===== src/design/bjq_pkg.sv =====
// ----------------------------------------------------------------------------
// bjq_pkg
// Shared types, codes and defaults for the bounded job queue.
// ----------------------------------------------------------------------------
package bjq_pkg;

  // Default sizing
  localparam int unsigned DEPTH_DEF        = 16;
  localparam int unsigned JOB_WIDTH_DEF    = 64;
  localparam int unsigned ACTIVE_WIDTH_DEF = 8;

  // Fixed field widths of the transactions
  localparam int unsigned REQ_W    = 3;
  localparam int unsigned JOB_W    = 64;
  localparam int unsigned STATUS_W = 4;
  localparam int unsigned QCNT_W   = 5;
  localparam int unsigned ACNT_W   = 8;
  localparam int unsigned CAP_W    = 5;
  localparam int unsigned POL_W    = 2;
  localparam int unsigned CFG_W    = 5;
  localparam int unsigned CFG_A_W  = 1;

  // Request types
  localparam logic [REQ_W-1:0] REQ_PUSH   = 3'd0;
  localparam logic [REQ_W-1:0] REQ_POP    = 3'd1;
  localparam logic [REQ_W-1:0] REQ_DONE   = 3'd2;
  localparam logic [REQ_W-1:0] REQ_CLOSE  = 3'd3;
  localparam logic [REQ_W-1:0] REQ_CANCEL = 3'd4;

  // Result status codes
  localparam logic [STATUS_W-1:0] ST_OK          = 4'd0;
  localparam logic [STATUS_W-1:0] ST_DROP_OLDEST = 4'd1;
  localparam logic [STATUS_W-1:0] ST_REJECTED    = 4'd2;
  localparam logic [STATUS_W-1:0] ST_FULL_RETRY  = 4'd3;
  localparam logic [STATUS_W-1:0] ST_EMPTY_RETRY = 4'd4;
  localparam logic [STATUS_W-1:0] ST_CLOSED      = 4'd5;
  localparam logic [STATUS_W-1:0] ST_PUSH_CLOSED = 4'd6;
  localparam logic [STATUS_W-1:0] ST_CANCELLED   = 4'd7;
  localparam logic [STATUS_W-1:0] ST_NOTHING     = 4'd8;

  // Full policies
  localparam logic [POL_W-1:0] POL_BLOCK       = 2'd0;
  localparam logic [POL_W-1:0] POL_DROP_NEWEST = 2'd1;
  localparam logic [POL_W-1:0] POL_DROP_OLDEST = 2'd2;

  // Configuration register indexes
  localparam logic [CFG_A_W-1:0] CFG_CAPACITY = 1'd0;
  localparam logic [CFG_A_W-1:0] CFG_POLICY   = 1'd1;

  localparam logic [CAP_W-1:0] CAP_RESET = 5'd16;

  typedef struct packed {
    logic [REQ_W-1:0] req_type;
    logic [JOB_W-1:0] job_data;
  } bjq_req_t;

  typedef struct packed {
    logic [STATUS_W-1:0] status;
    logic [JOB_W-1:0]    job_out;
    logic                last;
    logic [QCNT_W-1:0]   queue_count;
    logic [ACNT_W-1:0]   active_count;
    logic                drained;
    logic                is_closed;
  } bjq_rsp_t;

  // Per-cycle control of the cell row
  typedef struct packed {
    logic shift;  // every cell takes its upper neighbor, cell 0 drops out
    logic wr_en;  // one cell loads the incoming job
  } bjq_chain_ctrl_t;

endpackage


===== src/design/bjq_cell.sv =====
// ----------------------------------------------------------------------------
// bjq_cell
// One queue slot: loads a new job or takes the job of its upper neighbor.
// ----------------------------------------------------------------------------
module bjq_cell #(
  parameter int unsigned JOB_WIDTH = bjq_pkg::JOB_WIDTH_DEF
) (
  input  logic                 clk_i,
  input  logic                 shift_i,
  input  logic                 wr_i,
  input  logic [JOB_WIDTH-1:0] wr_data_i,
  input  logic [JOB_WIDTH-1:0] nbr_data_i,
  output logic [JOB_WIDTH-1:0] data_o
);

  logic [JOB_WIDTH-1:0] data_q;
  logic [JOB_WIDTH-1:0] data_d;

  // A write wins over the shift: on a drop-oldest push the new tail slot
  // is the one just vacated by the shift.
  always_comb begin
    data_d = data_q;
    if (wr_i) begin
      data_d = wr_data_i;
    end else if (shift_i) begin
      data_d = nbr_data_i;
    end
  end

  always_ff @(posedge clk_i) begin
    data_q <= data_d;
  end

  assign data_o = data_q;

endmodule


===== src/design/bjq_chain.sv =====
// ----------------------------------------------------------------------------
// bjq_chain
// Row of DEPTH cells; cell 0 is the queue head, jobs move toward it.
// ----------------------------------------------------------------------------
module bjq_chain #(
  parameter int unsigned DEPTH     = bjq_pkg::DEPTH_DEF,
  parameter int unsigned JOB_WIDTH = bjq_pkg::JOB_WIDTH_DEF,
  localparam int unsigned IDX_W    = $clog2(DEPTH)
) (
  input  logic                    clk_i,
  input  bjq_pkg::bjq_chain_ctrl_t ctrl_i,
  input  logic [IDX_W-1:0]        wr_idx_i,
  input  logic [JOB_WIDTH-1:0]    wr_data_i,
  output logic [JOB_WIDTH-1:0]    head_o
);

  logic [JOB_WIDTH-1:0] cell_data [DEPTH];

  for (genvar i = 0; i < DEPTH; i++) begin : g_cell
    logic [JOB_WIDTH-1:0] nbr;
    logic                 sel;

    if (i == DEPTH - 1) begin : g_top
      assign nbr = '0;
    end else begin : g_mid
      assign nbr = cell_data[i+1];
    end

    assign sel = ctrl_i.wr_en && (wr_idx_i == IDX_W'(i));

    bjq_cell #(
      .JOB_WIDTH(JOB_WIDTH)
    ) u_cell (
      .clk_i     (clk_i),
      .shift_i   (ctrl_i.shift),
      .wr_i      (sel),
      .wr_data_i (wr_data_i),
      .nbr_data_i(nbr),
      .data_o    (cell_data[i])
    );
  end

  assign head_o = cell_data[0];

endmodule


===== src/design/bounded_job_queue_drop_policy.sv =====
// ----------------------------------------------------------------------------
// bounded_job_queue_drop_policy
// A result is registered the cycle after its request transaction. Throughput:
// one request per cycle while results are taken and no cancel run is active.
// A cancel of N queued jobs gives N results, one per cycle while results are
// taken, and holds off new requests while the cell row shifts them out of
// the head cell. Reset clears counts, closed flag, capacity (16) and policy
// (block); job cells are not cleared, the job count alone marks those in use.
// ----------------------------------------------------------------------------
module bounded_job_queue_drop_policy #(
  parameter int unsigned DEPTH        = bjq_pkg::DEPTH_DEF,
  parameter int unsigned JOB_WIDTH    = bjq_pkg::JOB_WIDTH_DEF,
  parameter int unsigned ACTIVE_WIDTH = bjq_pkg::ACTIVE_WIDTH_DEF
) (
  input  logic                         clk_i,
  input  logic                         rst_ni,
  // configuration writes
  input  logic                         cfg_we_i,
  input  logic [bjq_pkg::CFG_A_W-1:0]  cfg_addr_i,
  input  logic [bjq_pkg::CFG_W-1:0]    cfg_data_i,
  // request channel
  input  logic                         in_valid_i,
  output logic                         in_ready_o,
  input  bjq_pkg::bjq_req_t            in_req_i,
  // result channel
  output logic                         out_valid_o,
  input  logic                         out_ready_i,
  output bjq_pkg::bjq_rsp_t            out_rsp_o
);

  localparam int unsigned CNT_W = $clog2(DEPTH + 1);
  localparam int unsigned IDX_W = $clog2(DEPTH);

  // --------------------------------------------------------------------------
  // Registers
  // --------------------------------------------------------------------------
  logic [CNT_W-1:0]             count_q,  count_d;
  logic [ACTIVE_WIDTH-1:0]      active_q, active_d;
  logic                         closed_q, closed_d;
  logic                         cancel_q, cancel_d;   // cancel run in progress
  logic                         out_valid_q, out_valid_d;
  bjq_pkg::bjq_rsp_t            out_q, out_d;
  logic [bjq_pkg::CAP_W-1:0]    cap_q;
  logic [bjq_pkg::POL_W-1:0]    policy_q;

  // --------------------------------------------------------------------------
  // Cell row
  // --------------------------------------------------------------------------
  bjq_pkg::bjq_chain_ctrl_t     chain_ctrl;
  logic [IDX_W-1:0]             wr_idx;
  logic [JOB_WIDTH-1:0]         head_job;

  bjq_chain #(
    .DEPTH    (DEPTH),
    .JOB_WIDTH(JOB_WIDTH)
  ) u_chain (
    .clk_i    (clk_i),
    .ctrl_i   (chain_ctrl),
    .wr_idx_i (wr_idx),
    .wr_data_i(in_req_i.job_data[JOB_WIDTH-1:0]),
    .head_o   (head_job)
  );

  // --------------------------------------------------------------------------
  // Fullness: effective capacity is the register clamped to [1, DEPTH]
  // --------------------------------------------------------------------------
  logic [7:0] cap8, depth8, eff_cap8, count8;
  logic       full;
  logic [CNT_W-1:0] count_m1;

  assign cap8     = {3'b000, cap_q};
  assign depth8   = 8'(DEPTH);
  assign eff_cap8 = (cap8 == 8'd0) ? 8'd1 : ((cap8 > depth8) ? depth8 : cap8);
  assign count8   = {{(8 - CNT_W){1'b0}}, count_q};
  assign full     = (count8 >= eff_cap8);
  assign count_m1 = count_q - 1'b1;

  // --------------------------------------------------------------------------
  // Handshake
  // --------------------------------------------------------------------------
  logic out_free, in_acc, cancel_step;

  assign out_free    = !out_valid_q || out_ready_i;
  assign in_ready_o  = !cancel_q && out_free;
  assign in_acc      = in_valid_i && in_ready_o;
  assign cancel_step = cancel_q && out_free;

  // --------------------------------------------------------------------------
  // Request decode and state update
  // --------------------------------------------------------------------------
  logic [bjq_pkg::STATUS_W-1:0] res_status;
  logic [JOB_WIDTH-1:0]         res_job;
  logic                         res_last;
  logic                         res_load;

  always_comb begin
    count_d          = count_q;
    active_d         = active_q;
    closed_d         = closed_q;
    cancel_d         = cancel_q;
    chain_ctrl.shift = 1'b0;
    chain_ctrl.wr_en = 1'b0;
    wr_idx           = count_q[IDX_W-1:0];
    res_status       = bjq_pkg::ST_OK;
    res_job          = '0;
    res_last         = 1'b1;
    res_load         = 1'b0;

    if (cancel_step) begin
      // next pending job of a cancel run leaves through the head cell
      res_load         = 1'b1;
      chain_ctrl.shift = 1'b1;
      res_job          = head_job;
      res_status       = bjq_pkg::ST_CANCELLED;
      count_d          = count_m1;
      res_last         = (count_q == CNT_W'(1));
      cancel_d         = (count_q != CNT_W'(1));
    end else if (in_acc) begin
      res_load = 1'b1;
      case (in_req_i.req_type)
        bjq_pkg::REQ_PUSH: begin
          if (closed_q) begin
            res_status = bjq_pkg::ST_PUSH_CLOSED;
          end else if (!full) begin
            chain_ctrl.wr_en = 1'b1;
            count_d          = count_q + 1'b1;
          end else if (policy_q == bjq_pkg::POL_DROP_NEWEST) begin
            res_status = bjq_pkg::ST_REJECTED;
          end else if (policy_q == bjq_pkg::POL_DROP_OLDEST) begin
            // evict head and append in the same cycle; count holds
            res_status       = bjq_pkg::ST_DROP_OLDEST;
            res_job          = head_job;
            chain_ctrl.shift = 1'b1;
            chain_ctrl.wr_en = 1'b1;
            wr_idx           = count_m1[IDX_W-1:0];
          end else begin
            res_status = bjq_pkg::ST_FULL_RETRY;
          end
        end
        bjq_pkg::REQ_POP: begin
          if (count_q == '0) begin
            res_status = closed_q ? bjq_pkg::ST_CLOSED : bjq_pkg::ST_EMPTY_RETRY;
          end else begin
            chain_ctrl.shift = 1'b1;
            res_job          = head_job;
            count_d          = count_m1;
            if (active_q != '1) begin
              active_d = active_q + 1'b1;
            end
          end
        end
        bjq_pkg::REQ_DONE: begin
          if (active_q != '0) begin
            active_d = active_q - 1'b1;
          end
        end
        bjq_pkg::REQ_CLOSE: begin
          closed_d = 1'b1;
        end
        bjq_pkg::REQ_CANCEL: begin
          closed_d = 1'b1;
          if (count_q == '0) begin
            res_status = bjq_pkg::ST_NOTHING;
          end else begin
            chain_ctrl.shift = 1'b1;
            res_job          = head_job;
            res_status       = bjq_pkg::ST_CANCELLED;
            count_d          = count_m1;
            res_last         = (count_q == CNT_W'(1));
            cancel_d         = (count_q != CNT_W'(1));
          end
        end
        default: begin
          // unknown request: plain ok, nothing changes
        end
      endcase
    end
  end

  // --------------------------------------------------------------------------
  // Result assembly (fields reflect state after this transaction)
  // --------------------------------------------------------------------------
  logic [64:0] job_ext;
  logic [32:0] active_ext;
  logic [7:0]  count_ext;

  assign job_ext    = {{(65 - JOB_WIDTH){1'b0}}, res_job};
  assign active_ext = {{(33 - ACTIVE_WIDTH){1'b0}}, active_d};
  assign count_ext  = {{(8 - CNT_W){1'b0}}, count_d};

  always_comb begin
    out_d              = out_q;
    out_valid_d        = out_valid_q;
    if (res_load) begin
      out_valid_d        = 1'b1;
      out_d.status       = res_status;
      out_d.job_out      = job_ext[bjq_pkg::JOB_W-1:0];
      out_d.last         = res_last;
      out_d.queue_count  = count_ext[bjq_pkg::QCNT_W-1:0];
      out_d.active_count = active_ext[bjq_pkg::ACNT_W-1:0];
      out_d.drained      = (count_d == '0) && (active_d == '0);
      out_d.is_closed    = closed_d;
    end else if (out_ready_i) begin
      out_valid_d = 1'b0;
    end
  end

  always_ff @(posedge clk_i) begin
    out_q <= out_d;
  end

  // --------------------------------------------------------------------------
  // Control registers
  // --------------------------------------------------------------------------
  always_ff @(posedge clk_i or negedge rst_ni) begin
    if (!rst_ni) begin
      count_q     <= '0;
      active_q    <= '0;
      closed_q    <= 1'b0;
      cancel_q    <= 1'b0;
      out_valid_q <= 1'b0;
    end else begin
      count_q     <= count_d;
      active_q    <= active_d;
      closed_q    <= closed_d;
      cancel_q    <= cancel_d;
      out_valid_q <= out_valid_d;
    end
  end

  // User makes configuration writes only while idle; no interlock enforces it
  always_ff @(posedge clk_i or negedge rst_ni) begin
    if (!rst_ni) begin
      cap_q    <= bjq_pkg::CAP_RESET;
      policy_q <= bjq_pkg::POL_BLOCK;
    end else if (cfg_we_i) begin
      case (cfg_addr_i)
        bjq_pkg::CFG_CAPACITY: cap_q    <= cfg_data_i[bjq_pkg::CAP_W-1:0];
        bjq_pkg::CFG_POLICY:   policy_q <= cfg_data_i[bjq_pkg::POL_W-1:0];
        default: begin
        end
      endcase
    end
  end

  assign out_valid_o = out_valid_q;
  assign out_rsp_o   = out_q;

endmodule

===== config.mk =====
export PLATFORM = sky130hd
export DESIGN_NAME = bounded_job_queue_drop_policy
export DESIGN_NICKNAME = d
export VERILOG_FILES = /design/src/design/bjq_pkg.sv /design/src/design/bjq_cell.sv /design/src/design/bjq_chain.sv /design/src/design/bounded_job_queue_drop_policy.sv
export SDC_FILE = /design/constraint.sdc
export NUM_CORES = 1
export LEC_CHECK = 0
export BUFFER_PORTS_ARGS = -buffer_cell sky130_fd_sc_hd__buf_2
export CELL_PAD_IN_SITES_DETAIL_PLACEMENT = 0
export CELL_PAD_IN_SITES_GLOBAL_PLACEMENT = 1
export CORE_MARGIN = 2
export CORE_UTILIZATION = 54
export CTS_CLUSTER_SIZE = 10
export DETAILED_ROUTE_END_ITERATION = 10
export GPL_TIMING_DRIVEN = 1
export HOLD_SLACK_MARGIN = 0.02
export MAX_ROUTING_LAYER = met4
export PLACE_DENSITY_LB_ADDON = 0.1
export SLEW_MARGIN = 15
export SYNTH_ARGS = -nofsm -noshare
export SYNTH_HDL_FRONTEND = slang
export SYNTH_SLANG_ARGS = --single-unit

===== constraint.sdc =====
create_clock -name clk_i -period 6.35 [get_ports clk_i]
set_input_delay 1.27 -clock clk_i [delete_from_list [all_inputs] [get_ports clk_i]]
set_output_delay 1.27 -clock clk_i [all_outputs]
set_load 0.01 [all_outputs]

==> qor.yml <==
holdCritPathClass: "register to register"
crit_chain: "ha_1, a211oi_1, o21ai_1, a21oi_1, nor3_1, o31ai_1, nand2_4, nand2_4, buf_4"
syn_avg_cell_area_sq_um: 18.01
crit_top_cell: "nand2_4"
power_per_cell_area_nw_per_um2: 342.9
grt_pass1_vias: 25327
reg2reg_from: "count_q[2]"
drc: 0
layout-drive-gt1-share_pct: 44.43
die_height_um: 303.8
holdPathStages: 1
skew_ns: 0.02202
final_core_util_pct: 60.94
criticalPathCategory: "register to register"
drt_first_pass_iters: 8
r2r-end: "u_chain.g_cell[14].u_cell.data_o[32]"
synth_top_area_share_pct: 68.54
tightest_slew_ns: 1.119
outcome: "completed"
hpwlAfterDp_um: 59110
nNetsFinal: 2932
met2_length_um: 51530
synth_seq_cells: 1131
antenna_found_initial: 2
grt_first_pass_wirelength_um: 160900
crit_path_start_kind: "register"
final_antenna_net_count: 0
h-tree-depth: 4
area_delta_synth_final_pct: 11.45
cts.sinks: 1131
ys_warn_count: 0
tns_ns: 0
dieArea_sq_um: 92310
synth_area_sq_um: 48540
power_leakage_nw: 18.68
layout_commonest_cell: "edfxtp_1"
final_area_sq_um: 54100
synthTopCellsByArea: "edfxtp_1 69%, mux2_2 19%, mux2_1 2.3%"
r2r_setup_slack_ns: 0.98
max_freq_mhz: 186.2
cts_resized: 0
cts_buffers: 133
slew_violations: 0
io_buffers: 163
worstSetupEndpoint: "u_chain.g_cell[14].u_cell.data_o[32]"
finalWirelength_um: 105900
grt_max_degree: 66
wl_met1_um: 47440
timing.critical_path.from: "count_q[2]"
path_clk_slew_ns: 0.06
path_depth: 9
grt_usage_pct: 23.73
fin_crit_ns: 5.370
rsz0062_at_grt: "false"
worst_ir_drop_vdd_mv: 0.2496
highest_layer: "met4"
met3_length_um: 4914
overflow: 0
synth_edf_count: 1108
setup_viol_count_final: 0
cts_setup_buffers: 0
cp_num_buf_inv: 1
r2r_cells: 9
max_stage_delay_ns: 0.90
end_kind: "register"
dpl-instance-area_sq_um: 50430
postSynthNetCount: 2786
period_share_pct: 84.56
die_w_um: 303.8
routed_via_density: 6.003
clockRootBuffer: "clkbuf_16"
p_total_mw: 18.55
core_area_sq_um: 88780
synth_top_area_cell: "edfxtp_1"
required_ns: 6.70
vias: 24252
max-cap-violations: 0
gp_congestion: 0.9168
pin_count: 164
wl_per_cell_um: 26.21
start_util_pct: 54.68
crit_slowest_cell: "o31ai_1"
holdBufCountCts: 0
worstSkewPairLatency_ns: 0.71
synth_cell_types: 68
ys.flop_type: "edfxtp_1"
relSlewSlack_pct: 24.85
tritoncts: "yes"
layout_common_cells: "1108 x edfxtp_1, 820 x mux2_2, 163 x buf_2"
cp_max_fo: 37
cts_buffer_depth: 3
synthArstFlopShare_pct: 2.034
yosysSeqAreaShare_pct: 69.73
arrival_ns: 5.71
num_rows: 109
netlist_instances: 2696
drt_iter0_markers: 1960
hold_violations: 0
critPathTopFamily: "compound AO/OA/AOI/OAI gates"
## per-stage QoR
stage	setup slack, ns	instances	hold slack (ns)
floorplan	0.9061	2696	0.4814
global placement	1.088	3871	0.5003
detailed placement	0.8963	3871	0.5043
CTS	1.050	4038	0.5137
global route	0.7467	4040	0.5290
finish	0.9803	4040	0.5123
## layout make-up
cell class	count	area, sq um
fill	6439	34680
multi-input combinational	1348	13770
timing repair buffer	216	1338
sequential	1131	33850
inverter	12	45.04
tap	1165	1458
clock inverter	4	37.54
clock buffer	163	3600
antenna	1	2.502
## layer usage
layer | vias up | track usage [%]
met5 | - | -
met4 | 0 | 6.549
met3 | 146 | 3.865
met2 | 667 | 38.01
met1 | 12710 | 31.71
li1 | 10729 | -
## power by group
group          internal (mW)  leakage [nW]  total [mW]  switching, mW
combinational          0.773          6.38        2.24           1.47
sequential              9.38          10.5        9.67          0.290
clock                   3.92          1.78        6.64           2.72
## synthesized netlist by cell type, types with 4 or more instances
library cell  number
a211oi_1           4
a21oi_1           19
a31oi_1            9
a32oi_1            4
and2_1            78
and3_1            66
buf_2             49
buf_4             35
buf_6             21
clkbuf_1         100
dfrtp_1           22
edfxtp_1        1108
ha_1              12
inv_1             12
mux2_1            98
mux2_2           820
mux2_4            49
nand2_1           42
nand2b_1          10
nand3_1           10
nand4_1            4
nor2_1            16
nor2b_1            6
nor3_1            11
nor3b_1            5
nor4_1             5
o211ai_1           8
o21ai_0            8
xnor2_1            5
## worst register-to-register path: stages (launching register included)
cell      delay (ns)
dfrtp_1         0.65
ha_1            0.33
a211oi_1        0.22
o21ai_1         0.19
a21oi_1         0.69
nor3_1          0.27
o31ai_1         0.90
nand2_4         0.49
nand2_4         0.68
buf_4           0.57
## kinds of logic after synthesis
logic type | Yosys count | share of synthesized area (%)
xor gates and xnor gates | 5 | 0.09021
and+or+nand+nor | 271 | 3.276
muxes | 969 | 22.85
AOI/OAI and AO/OA | 91 | 1.343
buffers and inverters | 217 | 2.400
DFF | 1131 | 69.73
adders and majority gates | 12 | 0.3093
## worst min path at each step
stage,startpoint,endpoint,slack [ns]
global placement,u_chain.g_cell[0].u_cell.data_o[21],out_rsp_o[37],0.50
global route,u_chain.g_cell[0].u_cell.data_o[26],out_rsp_o[42],0.53
detailed placement,u_chain.g_cell[0].u_cell.data_o[32],out_rsp_o[48],0.50
floorplan,cap_q[0],cap_q[0],0.48
finish,u_chain.g_cell[0].u_cell.data_o[34],out_rsp_o[50],0.51
CTS,u_chain.g_cell[0].u_cell.data_o[32],out_rsp_o[48],0.51
## flip-flops by register name, indices dropped and copies added, names as in the netlist
signal and flops:
active_q 8, cancel_q 1, cap_q 5, closed_q 1, count_q 5, out_rsp_o 84
out_valid_o 1, policy_q 2, u_chain.g_cell.u_cell.data_o 1024
Note: power is estimated with default switching activity, not from simulation.
